`src/met_pkg.sv`:
```
`timescale 1ns / 1ps

package met_pkg;

   localparam int DEF_DIM_BITS  = 12;
   localparam int DEF_FRAC_BITS = 28;
   localparam int DEF_ITER_BITS = 16;

   // fixed field and register widths
   localparam int PIX_W      = 12;
   localparam int COUNT_W    = 16;
   localparam int COL_OFS_W  = 13;
   localparam int ROW_OFS_W  = 12;
   localparam int STEP_W     = 31;
   localparam int LIMIT_W    = 16;
   localparam int CSR_IDX_W  = 3;
   localparam int CSR_DATA_W = 31;

   // step registers are unsigned Q1.30
   localparam int STEP_FRAC = 30;

   localparam logic [COL_OFS_W-1:0] RST_COL_OFS = 13'd48;
   localparam logic [ROW_OFS_W-1:0] RST_ROW_OFS = 12'd32;
   localparam logic [STEP_W-1:0]    RST_X_STEP  = 31'd33554432;
   localparam logic [STEP_W-1:0]    RST_Y_STEP  = 31'd33554432;
   localparam logic [LIMIT_W-1:0]   RST_LIMIT   = 16'd10;

   typedef enum logic [CSR_IDX_W-1:0] {
      CSR_COLUMN_OFFSET   = 3'd0,
      CSR_ROW_OFFSET      = 3'd1,
      CSR_X_STEP          = 3'd2,
      CSR_Y_STEP          = 3'd3,
      CSR_ITERATION_LIMIT = 3'd4
   } csr_index_type;

   typedef struct packed {
      logic [COL_OFS_W-1:0] column_offset;
      logic [ROW_OFS_W-1:0] row_offset;
      logic [STEP_W-1:0]    x_step;
      logic [STEP_W-1:0]    y_step;
      logic [LIMIT_W-1:0]   iteration_limit;
   } cfg_type;

   typedef enum logic [3:0] {
      S_WAIT      = 4'd0,
      S_MAP       = 4'd1,
      S_CONV      = 4'd2,
      S_DISC_MUL  = 4'd3,
      S_DISC_ACC  = 4'd4,
      S_DISC_TEST = 4'd5,
      S_ITER_MUL  = 4'd6,
      S_ITER_ACC  = 4'd7,
      S_ITER_STEP = 4'd8,
      S_EMIT      = 4'd9
   } step_type;

   typedef enum logic [2:0] {
      COND_ALWAYS   = 3'd0,
      COND_REQ      = 3'd1,
      COND_SKIP     = 3'd2,
      COND_EXIT     = 3'd3,
      COND_OUT_FREE = 3'd4
   } cond_type;

   typedef struct packed {
      logic     take_req;
      logic     load_c;
      logic     sel_disc;
      logic     disc_check;
      logic     iter_update;
      logic     emit;
      cond_type cond;
      step_type target;
      step_type next;
   } ctrl_word_type;

   typedef struct packed {
      logic skip_loop;
      logic loop_exit;
   } stat_type;

   // microprogram: jump to target when the condition holds, else go to next
   function automatic ctrl_word_type met_ucode(input step_type s);
      ctrl_word_type w;
      w = '0;
      w.cond   = COND_ALWAYS;
      w.target = S_WAIT;
      w.next   = S_WAIT;
      case (s)
         S_WAIT: begin
            w.take_req = 1'b1;
            w.cond     = COND_REQ;
            w.target   = S_MAP;
            w.next     = S_WAIT;
         end
         S_MAP: begin
            w.target = S_CONV;
         end
         S_CONV: begin
            w.load_c = 1'b1;
            w.target = S_DISC_MUL;
         end
         S_DISC_MUL: begin
            w.sel_disc = 1'b1;
            w.target   = S_DISC_ACC;
         end
         S_DISC_ACC: begin
            w.target = S_DISC_TEST;
         end
         S_DISC_TEST: begin
            w.disc_check = 1'b1;
            w.cond       = COND_SKIP;
            w.target     = S_EMIT;
            w.next       = S_ITER_MUL;
         end
         S_ITER_MUL: begin
            w.target = S_ITER_ACC;
         end
         S_ITER_ACC: begin
            w.target = S_ITER_STEP;
         end
         S_ITER_STEP: begin
            w.iter_update = 1'b1;
            w.cond        = COND_EXIT;
            w.target      = S_EMIT;
            w.next        = S_ITER_MUL;
         end
         S_EMIT: begin
            w.emit   = 1'b1;
            w.cond   = COND_OUT_FREE;
            w.target = S_WAIT;
            w.next   = S_EMIT;
         end
         default: begin
            w.target = S_WAIT;
         end
      endcase
      return w;
   endfunction

endpackage

```
`src/met_seq.sv`:
```
`timescale 1ns / 1ps

module met_seq import met_pkg::*; (
   input  logic          clock,
   input  logic          reset,
   input  logic          req_valid,
   input  logic          out_free,
   input  stat_type      stat,
   output ctrl_word_type ctrl
);

   step_type step_ff, step_in;
   logic     taken;

   always_comb begin
      ctrl = met_ucode(step_ff);
   end

   always_comb begin
      case (ctrl.cond)
         COND_ALWAYS:   taken = 1'b1;
         COND_REQ:      taken = req_valid;
         COND_SKIP:     taken = stat.skip_loop;
         COND_EXIT:     taken = stat.loop_exit;
         COND_OUT_FREE: taken = out_free;
         default:       taken = 1'b0;
      endcase
      step_in = taken ? ctrl.target : ctrl.next;
   end

   always_ff @(posedge clock) begin
      if (reset) begin
         step_ff <= S_WAIT;
      end else begin
         step_ff <= step_in;
      end
   end

endmodule

```
`config.mk`:
```
export PLATFORM = sky130hd
export DESIGN_NAME = met_seq
export DESIGN_NICKNAME = d
export VERILOG_FILES = /design/src/met_pkg.sv /design/src/met_seq.sv
export SDC_FILE = /design/constraint.sdc
export NUM_CORES = 1
export LEC_CHECK = 0
export BUFFER_PORTS_ARGS = -buffer_cell sky130_fd_sc_hd__buf_2
export CAP_MARGIN = 20
export CORE_AREA = 2 2 39 41
export CTS_BUF_LIST = sky130_fd_sc_hd__clkbuf_2 sky130_fd_sc_hd__clkbuf_4 sky130_fd_sc_hd__clkbuf_8
export CTS_CLUSTER_SIZE = 12
export DETAILED_ROUTE_END_ITERATION = 8
export DIE_AREA = 0 0 41 43
export HOLD_SLACK_MARGIN = 0.1
export PLACE_DENSITY = 0.61
export SYNTH_ARGS = -nofsm -noshare
export SYNTH_HDL_FRONTEND = slang
export SYNTH_SLANG_ARGS = --single-unit
```
`constraint.sdc`:
```
create_clock -name clock -period 1.4 [get_ports clock]
set_input_delay 0.28 -clock clock [delete_from_list [all_inputs] [get_ports clock]]
set_output_delay 0.28 -clock clock [all_outputs]
set_load 0.01 [all_outputs]
```
**After elaboration in Yosys (flattened, before gate mapping)**

Index checks and enable logic that the tools add are counted.

- Output and inout port bits: 17
- Register bits: 4
- Input bits: 6

- Eq/ne operators: 13
- Reductions and logical operators: 3
- Mux-type cells: 11

Operator list:

| cell | count |
|---|---|
| $pmux 4 s8 | 1 |
| $eq 4x3->1 const B | 4 |
| $pmux 3 s4 | 1 |
| $eq 4x2->1 const B | 2 |
| $eq 4x4->1 const B | 2 |
| $pmux 4 s2 | 1 |
| $eq 3x2->1 const B | 2 |
| $mux 1 | 6 |
| $pmux 1 s5 | 1 |
| $eq 4x1->1 const B | 1 |
| $logic_not 4->1 | 1 |
| $mux 4 | 1 |
| $eq 3x1->1 const B | 1 |
| $eq 3x3->1 const B | 1 |
| $logic_not 3->1 | 1 |
| $reduce_or 2->1 | 1 |

**Depth between registers and ports, before layout**

Gate-level depths: netlist of the first run.

- Depth in word-level cells: 5
- Mapped depth: 5
- Depth with buffers taken out: 4

**Worst setup path before layout of the first run**

No wires, ideal clock.

- Path kind: reg2out
- Start point: register step_ff[3]
- End point: output ctrl[2] (netlist bit)
- Data required time: 1.120 ns
- Cell stages (with the launch flop): 5
- Data arrival time: 1.165 ns
- Setup slack: -0.045 ns
- Buffers on the path: 2
- Path through: dfxtp_1 -> buf_6 -> or3b_4 -> a21oi_2 -> buf_4

RTL lines:

| what | RTL line | RTL |
|---|---|---|
| from (decl) | met_seq.sv:12 | `step_type step_ff, step_in;` |
| from (signal assigned) | met_seq.sv:35 | `step_ff <= step_in;` |
| to (decl) | met_seq.sv:9 | `output ctrl_word_type ctrl` |

==> impl_summary.md, run 1 <==
Worst setup path
In this run the register-to-register setup slack is -80 ps. The startpoint kind of the worst setup timing path is a flip-flop. The highest fanout seen on the critical path is 8.

The worst setup path is captured at an output pin. The critical path goes through or3b_4 > a21oi_4 > buf_2. The library cell contributing the largest single delay on the critical path is or3b_4. STA puts the critical path data arrival time at 1320 ps. At the worst endpoint, the required time is 1120 ps. The classification of the worst setup path is flip-flop to output pin. The critical path's largest stage delay is 410 ps.

Placed design
Port buffering added 22 buffers. The final HPWL from detailed placement is 912 um. Once placement completed, the tool counted placed cells totaling 98. The congestion estimate from routability-driven global placement came to 0.846.

STA
The actual transition at the worst max-transition pin is 309 ps. Timing would allow up to 626 MHz. The total count of hold-check failures in the final report is 0.

The final number of setup-violating endpoints is 21. The tightest slew margin relative to the limit is 79.1%. The post-route clock period utilization is 114%.

For the final database, setup skew stands at 9.60 ps. The time the final worst path needs with I/O delays and setup is 1600 ps. Setup repair after global routing could not meet its margin everywhere. The number of pins with negative max-slew slack in the final report is 0. Across all setup checks in the final design, the least slack found is -197 ps.

Layout
Counting flops per register, the top entry is step_ff. Counting the fill cells in the layout gives 116. The non-filler instance count after layout is 108. The number of nets at the end of the flow is 100. The post-route netlist has 71.7% of its cells at a drive strength greater than 1. The number of inserted diodes is 0.

In the final layout, the registers with the most flip-flops are step_ff x4. The growth of design area from synthesis to finish is 108%. The number of flip-flops in the largest register is 4.

Power and ir drop
The total power is 1420 uW. The areal power density over the cells is 1710 nW/um2. The static power due to leakage is 0.000378 uW. The peak supply drop is 0.931 mV.

Global routing
The wire length of the first global-routing pass is 2110 um. The met2 track utilization from global routing is 29.4%. The busiest layer in global routing is met2. The number of global-route vias before repair is 492. The number of antenna violations at the first check in global routing is 0. In the global route stage, met3 resource usage came out at 6.28%. The met1 routing resource usage after global routing is 21.0%. The total global-route track usage is 17.5%.

Entering global routing, the biggest net connects 9 pins. The final global-route overflow total is 0.

Floorplan
From left edge to right edge, the die measures 41 um. The number of primary I/O pins is 23. The floorplan step set the die height to 43 um. The total die area is 1760 um2.

The number of standard-cell rows in the floorplan is 14. The core area is 1380 um2. Once the floorplan was initialized, standard cells occupied 28.8% of the core.

Clock network
Buffers inserted during clock tree synthesis total 3. The number of hold buffers added after cts is 0. The count of clock tree sinks is 4. The clock transition time at the flip-flop clock pins of the worst setup and hold paths is 40 ps. Counting along the longest clock path gives a buffer depth of 2. The later pin in the worst-skew pair is clocked with a latency of 240 ps. The clock tree from TritonCTS is done. The library cell used as clock root buffer is clkbuf_4. The count of H-tree levels built during CTS is 1.

Logic synthesis
Yosys attributes the largest share of cell area to dfxtp_1 20%, buf_4 5.7%, and3_1 4.7%. After technology mapping, the gate count stands at 54. The mean cell area of the mapped netlist is 7.37 um2.

The cell accounting for the most synthesized area is dfxtp_1. The share of synthesized area in the top cell type comes to 20.1%. After synthesis the cells add up to 398 um2.

The net count after synthesis is 60. The number of warning messages in the yosys log is 0. The sequential fraction of the synthesis area is 20.1%. The number of synthesized register bits is 4. Yosys mapped the design onto 30 distinct sky130hd cell types.

Route
The residual DRC count is 0. In this run the remaining antenna-violating nets after routing total 0. Dividing the detail-routed wire length by the instance count gives 13.0 um. The total vias in the final route is 536.

The vias per cell is 4.96. Summed over all layers, the routed wires come to 1400 um. The number of detailed-route iterations in the first pass is 3. The violation count after the first detailed-routing iteration is 5.

Outcome
The flow ran to the end, but the final reports show violations. The checks that failed: setup timing.

Job
Across the run, the number of max-cap violations was 0.

Min path
The class of the tightest hold or removal check is primary input to flip-flop.
## power breakdown
| group | switching (uW) | total, uW | internal, uW |
|---|---|---|---|
| sequential | 59.0 | 217 | 158 |
| combinational | 479 | 1060 | 583 |
| clock | 46.7 | 142 | 95.8 |
| total | 585 | 1420 | 837 |
## metal layers
metal  up-vias  part of all wire, %
li1        266                    -
met1       252                   43
met2        18                   52
met3         0                  5.4
met4         0                    0
met5         -                    0
## layout make-up
type                    count  area (um2)  share of cell area, %
clock buffers               3        22.5                   2.71
inverters                   3        16.3                   1.96
multi-input cells          40         369                   44.5
flip-flops and latches      4        87.6                   10.6
well taps                  16        20.0                   2.41
repair buffers             42         314                   37.9
## path summary, 6_finish.rpt
| kind | from | endpoint | depth (start not counted) |
|---|---|---|---|
| setup / recovery | step_ff[0]$_SDFF_PP0_ | ctrl[1] | 3 |
| hold reg to reg | step_ff[0]$_SDFF_PP0_ | step_ff[3]$_SDFF_PP0_ | 4 |
| setup reg to reg | step_ff[3]$_SDFF_PP0_ | step_ff[3]$_SDFF_PP0_ | 7 |
| hold / removal | reset | step_ff[0]$_SDFF_PP0_ | 3 |
## cell families after synthesis
family	share of synthesized area [%]
XOR/XNOR	2.20
buffers and inverters	14.8
AO/OA/AOI/OAI	19.5
flip-flops	20.1
AND/OR/NAND/NOR	43.4
## critical path: cells and delay by family, from the launching register on
family                 cells  cell delay, ps
AND/OR/NAND/NOR            1             410
AO/OA/AOI/OAI              1             160
flip-flops                 1             370
buffers and inverters      1             140
## repair_timing
item,in CTS,in global routing
pin swaps,6,3
setup endpoints to repair,21,21
resized for setup,34,3
endpoints found under the hold margin,0,0
setup buffers,5,2
## cell usage in the layout (no fill, tap or decap), types with 3 or more instances in the layout
cell / n
buf_6: 9
and3_1: 3
buf_4: 13
clkbuf_4: 3
buf_2: 19
## metrics by stage
| stage | util, % | hold slack (ps) | area, um2 | setup WS [ps] | TNS [ps] |
|---|---|---|---|---|---|
| floorplan | - | 473 | 405 | 5.88 | 0 |
| global placement | 42.3 | 621 | 586 | -90.8 | -460 |
| detailed placement | 42.3 | 619 | 586 | -86.1 | -487 |
| CTS | 57.5 | 364 | 796 | -177 | -1630 |
| global route | 59.9 | 401 | 830 | -251 | -3450 |
| finish | 59.9 | 380 | 830 | -197 | -1930 |
## synthesized netlist by cell type, drive strengths merged
| cell | number |
|---|---|
| nand2b | 3 |
| nand2 | 3 |
| a21oi | 4 |
| or4 | 1 |
| dfxtp | 4 |
| nor3 | 3 |
| or2 | 1 |
| buf | 7 |
| o31ai | 1 |
| nor4 | 2 |
| and4 | 1 |
| a22o | 1 |
| or3b | 1 |
| a211oi | 1 |
| o21ai | 4 |
| nor2 | 3 |
| and2 | 2 |
| xnor2 | 1 |
| nand3b | 2 |
| a32o | 1 |
| nor4bb | 1 |
| nor3b | 1 |
| and3 | 3 |
| inv | 3 |
Note: power is estimated with default switching activity, not from simulation.
==> run 2, diff against run 1 <==
--- a/config.mk
+++ b/config.mk
@@ -14,6 +14,7 @@
 export DIE_AREA = 0 0 41 43
 export HOLD_SLACK_MARGIN = 0.1
 export PLACE_DENSITY = 0.61
+export SETUP_SLACK_MARGIN = 0.5
 export SYNTH_ARGS = -nofsm -noshare
 export SYNTH_HDL_FRONTEND = slang
 export SYNTH_SLANG_ARGS = --single-unit
==> impl_summary.md, run 2 (synthesis results as in run 1) <==
Min path
The path class of the tightest hold or removal check is primary input to flip-flop.

Layout
The number of antenna diodes in the final layout is 0. The total non-filler cell area in the finished layout is 845 um2. The register area is 95.1 um2. Summing all multi-input logic gate instances after layout gives 370 um2. step_ff holds more flip-flops than any other register. The growth of design area from synthesis to finish is 112%. The number of fill cells is 117.

The fraction of final layout cells with drive strength greater than 1 is 73.9%. The number of nets at the end of the flow is 99. The top cell types in the final layout, fill and taps aside, are 17 x buf_2, 14 x buf_6, 10 x buf_4. The library cell used most frequently in the layout, excluding fill and tap cells, is buf_2. The largest registers in the layout are step_ff x4. The number of flip-flops in the largest register is 4.

Power and ir drop
The static power due to leakage is 0.000383 uW. The peak supply drop is 0.815 mV. The areal power density over the cells is 1780 nW/um2.

Clock network
The count of H-tree levels built during CTS is 1. The clock tree from TritonCTS is done. The count of clock tree sinks is 4. The clock transition time at the flip-flop clock pins of the worst setup and hold paths is 50 ps. The root buffer cell chosen for the clock tree is clkbuf_4. TritonCTS created 3 clock buffers.

The clock passes through at most 2 buffers. Clock latency on the worst-skew pair, taken at its later pin, is 250 ps.

Route
In this run the remaining antenna-violating nets after routing total 0. For this run, design rule violations remaining after detail routing come to 0. After detailed routing, the number of vias per cell comes to 4.94. The violation count after the first detailed-routing iteration is 7.

Detailed routing inserted a total of 533 vias. The number of detailed-route iterations in the first pass is 2. In the final routed layout, each cell accounts on average for 12.7 um.

The final wirelength is 1370 um.

Global routing
Entering global routing, the biggest net connects 10 pins. Global routing consumed, on the met3 layer, 2.09% of the routing resources. For this run, the total global-route usage over all layers was measured as 17.0%. The number of global-route vias before repair came to 476.

The met1 routing resource usage after global routing is 22.3%. The number of antenna violations at the first check in global routing came to 0. The first global-routing pass estimated 2020 um of wire. Global routing used 26.3% of the available met2 tracks. The busiest layer in global routing is met2. The total overflow left after global routing is 0.

Floorplan
Measured along the y axis, the die boundary spans 43 um. The initial core utilization is 28.8%. The core area is 1380 um2. The initialized floorplan defines 14 standard-cell rows.

In this run the count of I/O pins placed on the die edge is 23. In this run the horizontal extent of the chip is 41 um. The floorplan step defined a die boundary enclosing 1760 um2.

Worst setup path
The count of buffer and inverter cells on the critical path is 1. The startpoint kind of the worst setup timing path is a flip-flop. The signal on the critical path passes through or3b_4 > a21oi_4 > buf_2. STA puts the critical path data required time at 1120 ps.

In this design, the stage delay of the slowest critical-path cell is 400 ps. The highest fanout seen on the critical path is 5. The kind of cell with the highest combined delay on the critical path is simple AND/OR/NAND/NOR gates. The worst register-to-register path has a setup slack of -60 ps. For this design, the slowest cell found on the critical path is or3b_4.

Data on the critical path arrives at its endpoint at 1310 ps. The critical path is of the flip-flop to output pin type. The capturing element type of the critical path is an output pin.

Outcome
The flow ran to the end, but the final reports show violations. The final reports fail on setup timing.

STA
The post-route clock period utilization is 114%. The number of pins with negative max-slew slack in the final report is 0. Setup repair after global routing could not meet its margin everywhere. The maximum operating frequency is 628 MHz. The total count of hold-check failures in the final report is 0. The post-route worst hold slack is 336 ps. Once routing completed, OpenROAD measured the worst setup slack at -193 ps. At the pin with the least slew margin, the transition time is 331 ps.

The tightest slew margin relative to the limit is 77.8%. Adding up every negative setup slack in the final design gives -1550 ps. The maximum clock skew at final layout is 11.8 ps. Setup violations remaining at the end of the flow were counted as 20.

The worst path in the final design needs a cycle of 1590 ps, including I/O delays and setup.

Job
The tool flagged a number of max-cap violations equal to 0.

Placed design
The weighted congestion reported at the end of routability-driven placement is 0.745. In this run the tool buffered the top-level ports with 22 buffer cells. The wire-length estimate of the detail-placed layout is 820 um. The cell area reported after detailed placement is 581 um2.

OpenSTA, run right after detailed placement, puts the worst setup slack at 13.5 ps.
run 2: cell count changes in the layout (fill, tap and decap cells not counted), moves of 2 or more:
cell,change
dfxtp_1,-2
dfxtp_4,+2
buf_2,-2
buf_4,-3
buf_6,+5
run 2: final timing paths:
check	cells past startpoint	start	to
setup / recovery	3	step_ff[3]$_SDFF_PP0_	ctrl[2]
hold / removal	3	reset	step_ff[0]$_SDFF_PP0_
setup reg to reg	6	step_ff[0]$_SDFF_PP0_	step_ff[1]$_SDFF_PP0_
hold reg to reg	3	step_ff[3]$_SDFF_PP0_	step_ff[0]$_SDFF_PP0_
run 2: metal layers:
| layer | routed length, um | vias up |
|---|---|---|
| met4 | 35 | 0 |
| met5 | 0 | - |
| met2 | 697 | 17 |
| met1 | 578 | 243 |
| met3 | 60 | 4 |
| li1 | - | 269 |
run 2: worst reg2reg max path, stage by stage, from the launching register on:
cell      delay (ps)
dfxtp_4          360
buf_6            130
buf_4            130
xnor2_1          130
a211oi_2         290
nor4_4            80
a32o_1           210
run 2: what timing repair did:
item                                    4_1_cts  5_1_grt
hold buffers                                  0        0
endpoints found under the setup margin       21       21
pin swaps                                     8        7
gates cloned                                  0        0
buffers inserted                             11        2
gates resized for setup                      22        9
run 2: per-stage QoR:
stage	cells	power, uW	util [%]
floorplan	54	753	-
global placement	91	925	42.0
detailed placement	91	928	42.0
CTS	106	1420	56.2
global route	108	1600	61.0
finish	108	1510	61.0
run 2: power by group:
group / switching, uW / internal [uW]
sequential: 84.1 / 164
clock: 57.4 / 127
combinational: 458 / 616
total: 599 / 907
run 2: cell type report:
cell class	count	area share (%)
Clock buffer	4	3.56
Sequential cell	4	11.3
Timing Repair Buffer	41	37.6
Multi-Input combinational cell	40	43.9
Tap cell	16	2.37
Inverter	3	1.33
==> run 3, diff against run 2 <==
--- a/config.mk
+++ b/config.mk
@@ -6,9 +6,7 @@
 export NUM_CORES = 1
 export LEC_CHECK = 0
 export BUFFER_PORTS_ARGS = -buffer_cell sky130_fd_sc_hd__buf_2
-export CAP_MARGIN = 20
 export CORE_AREA = 2 2 39 41
-export CTS_BUF_LIST = sky130_fd_sc_hd__clkbuf_2 sky130_fd_sc_hd__clkbuf_4 sky130_fd_sc_hd__clkbuf_8
 export CTS_CLUSTER_SIZE = 12
 export DETAILED_ROUTE_END_ITERATION = 8
 export DIE_AREA = 0 0 41 43
==> impl_summary.md, run 3 (synthesis results as in run 1) <==
Worst setup path
The worst setup path is captured at an output pin. On the critical path, the stage with the largest delay is an instance of or3b_4. STA puts the critical path data required time at 1120 ps. The highest fanout seen on the critical path is 5. Data on the critical path arrives at its endpoint at 1310 ps. Together, buffers and inverters on the worst path number 1.

The kind of cell with the highest combined delay along the critical path is simple AND/OR/NAND/NOR gates. Walking the worst path, the cells encountered are or3b_4 > a21oi_4 > buf_2. The critical path's largest stage delay is 400 ps. The classification of the worst setup path is flip-flop to output pin.

The worst setup path is launched from a flip-flop.

Clock network
Clock-pin slew was measured on the worst setup and hold paths at 50 ps. The number of hold buffers added after cts is 0. The number of buffers created by CTS is 3. The count of H-tree levels built during CTS is 1. TritonCTS built the clock tree. At the later pin of the worst-skew pair, clock insertion delay measures 250 ps. The clock drives 4 sinks. Clock tree synthesis selected as its root buffer the cell clkbuf_4.

No sink is reached through more buffers than the 2 on the longest clock path.

Route
The total met2 wirelength after detailed routing is 697 um. The routed length on met1 is 578 um. The final wirelength is 1370 um. The number of detailed-route iterations in the first pass is 2.

The detailed router used layers up to and including met4. The count of nets left with antenna violations once routing finished came out at 0. The detailed router finished its first iteration with 7 violations. After detailed routing, the average wire length per cell comes to 12.7 um. The total vias in the final route is 533. Using the TritonRoute via totals, the vias-per-cell ratio works out to 4.94. For this run, design rule violations remaining after detail routing come to 0. The detailed-routed wire length on met3 is 60 um.

STA
Setup violations remaining at the end of the flow were counted as 20. The total count of hold-check failures in the final report is 0. The time the final worst path needs with I/O delays and setup is 1590 ps.

The clock arrives with 11.1 ps of skew. The tightest slew margin relative to the limit is 77.8%. Summed over all failing endpoints, the final setup total negative slack is -1530 ps.

The number of pins with negative max-slew slack in the final report came to 0. After layout, the worst setup slack is -192 ps. The post-route clock period utilization is 114%.

The actual transition at the worst max-transition pin is 331 ps. Setup repair after global routing could not meet its margin everywhere. The maximum operating frequency is 628 MHz.

Placed design
The HPWL after detailed placement is 820 um. The placed instances occupy a cell area of 581 um2. The pre-CTS worst setup slack is 13.5 ps. At the end of routability-driven placement, the weighted congestion stood at 0.745.

The number of I/O port buffers is 22.

Layout
The largest registers in the layout are step_ff x4. The total non-filler cell area in the finished layout is 841 um2. Counting flops per register, the top entry is step_ff. The net count of the finished layout is 99. Of the cells placed in the final design, the portion with a size suffix greater than 1 is 72.8%. In the layout the commonest cells are 17 x buf_2, 14 x buf_6, 10 x buf_4. The commonest non-fill, non-tap cell in the layout is buf_2. The number of inserted diodes is 0.

The multi-input combinational cells in the finished layout cover a total of 370 um2. Fill cells in the final layout number 119. Summing all flip-flop and latch instances after layout gives 95.1 um2. Compared with the post-synthesis result, the final layout area differs by 111%. The share of the core filled with cells in the final layout is 60.8%.

The number of flip-flops in the largest register is 4.

Floorplan
The die covers 1760 um2. The core area is 1380 um2. The number of standard-cell rows in the floorplan is 14. Measured along the x axis, the die boundary spans 41 um. The number of primary I/O pins is 23. The initial core utilization is 28.8%. From bottom edge to top edge, the die measures 43 um.

Global routing
The pin count of the biggest net entering global routing is 10. The number of global-route vias before repair is 476. The final global-route overflow total is 0. The number of antenna violations at the first check in global routing is 0. The total global-route track usage is 17.0%. The wire length of the first global-routing pass is 2020 um.

Outcome
The run finished, with violations left. The checks that failed: setup timing.

Power and ir drop
The areal power density over the cells is 1770 nW/um2. The analysis attributes to cell leakage a power of 0.000380 uW. VDD sags by at most 0.813 mV.

Job
The number of maximum-capacitance violations is 0.

Min path
The class of the tightest hold or removal check is primary input to flip-flop.
==> run 3: cell types whose count changed in the layout (fill, tap and decap cells not counted) <==
cell      delta
clkbuf_1     +1
clkbuf_4     -1
==> run 3: worst paths after layout <==
path | startpoint | endpoint | slack [ps] | depth (start not counted)
max | step_ff[3]$_SDFF_PP0_ | ctrl[2] | -190 | 3
max reg2reg | step_ff[0]$_SDFF_PP0_ | step_ff[1]$_SDFF_PP0_ | -60 | 6
min | reset | step_ff[0]$_SDFF_PP0_ | 340 | 3
min reg2reg | step_ff[3]$_SDFF_PP0_ | step_ff[0]$_SDFF_PP0_ | 670 | 3
==> run 3: what timing repair did <==
item                       4_1_cts  5_1_grt
setup endpoints to repair       21       21
pin swaps                        8        7
resized for setup               22        9
setup buffers                   11        2
==> run 3: routing by layer <==
layer  vias up  GRT usage [%]
li1        269              -
met1       243           22.3
met2        17           26.3
met3         4           2.09
met4         0           8.00
met5         -              0
==> run 3: worst reg2reg max path: stages, from the launching register on <==
cell,delay (ps)
dfxtp_4,360
buf_6,130
buf_4,130
xnor2_1,130
a211oi_2,290
nor4_4,80
a32o_1,210
==> run 3: layout make-up <==
cell class / count / area share, %
multi-input combinational: 40 / 44.0
tap: 16 / 2.38
sequential: 4 / 11.3
timing repair buffer: 41 / 37.8
clock buffer: 4 / 3.13
inverter: 3 / 1.34
==> run 3: power breakdown <==
part | internal (uW) | switching [uW]
Combinational | 616 | 458
Sequential | 164 | 84.1
Clock | 108 | 56.7
==> run 3: through the flow <==
stage / total power (uW) / cells / hold WS [ps]
after global routing: 1580 / 108 / 367
after detailed placement: 928 / 91 / 582
after global placement: 925 / 91 / 593
after CTS: 1400 / 106 / 343
after floorplan: 753 / 54 / 463
final: 1490 / 108 / 337
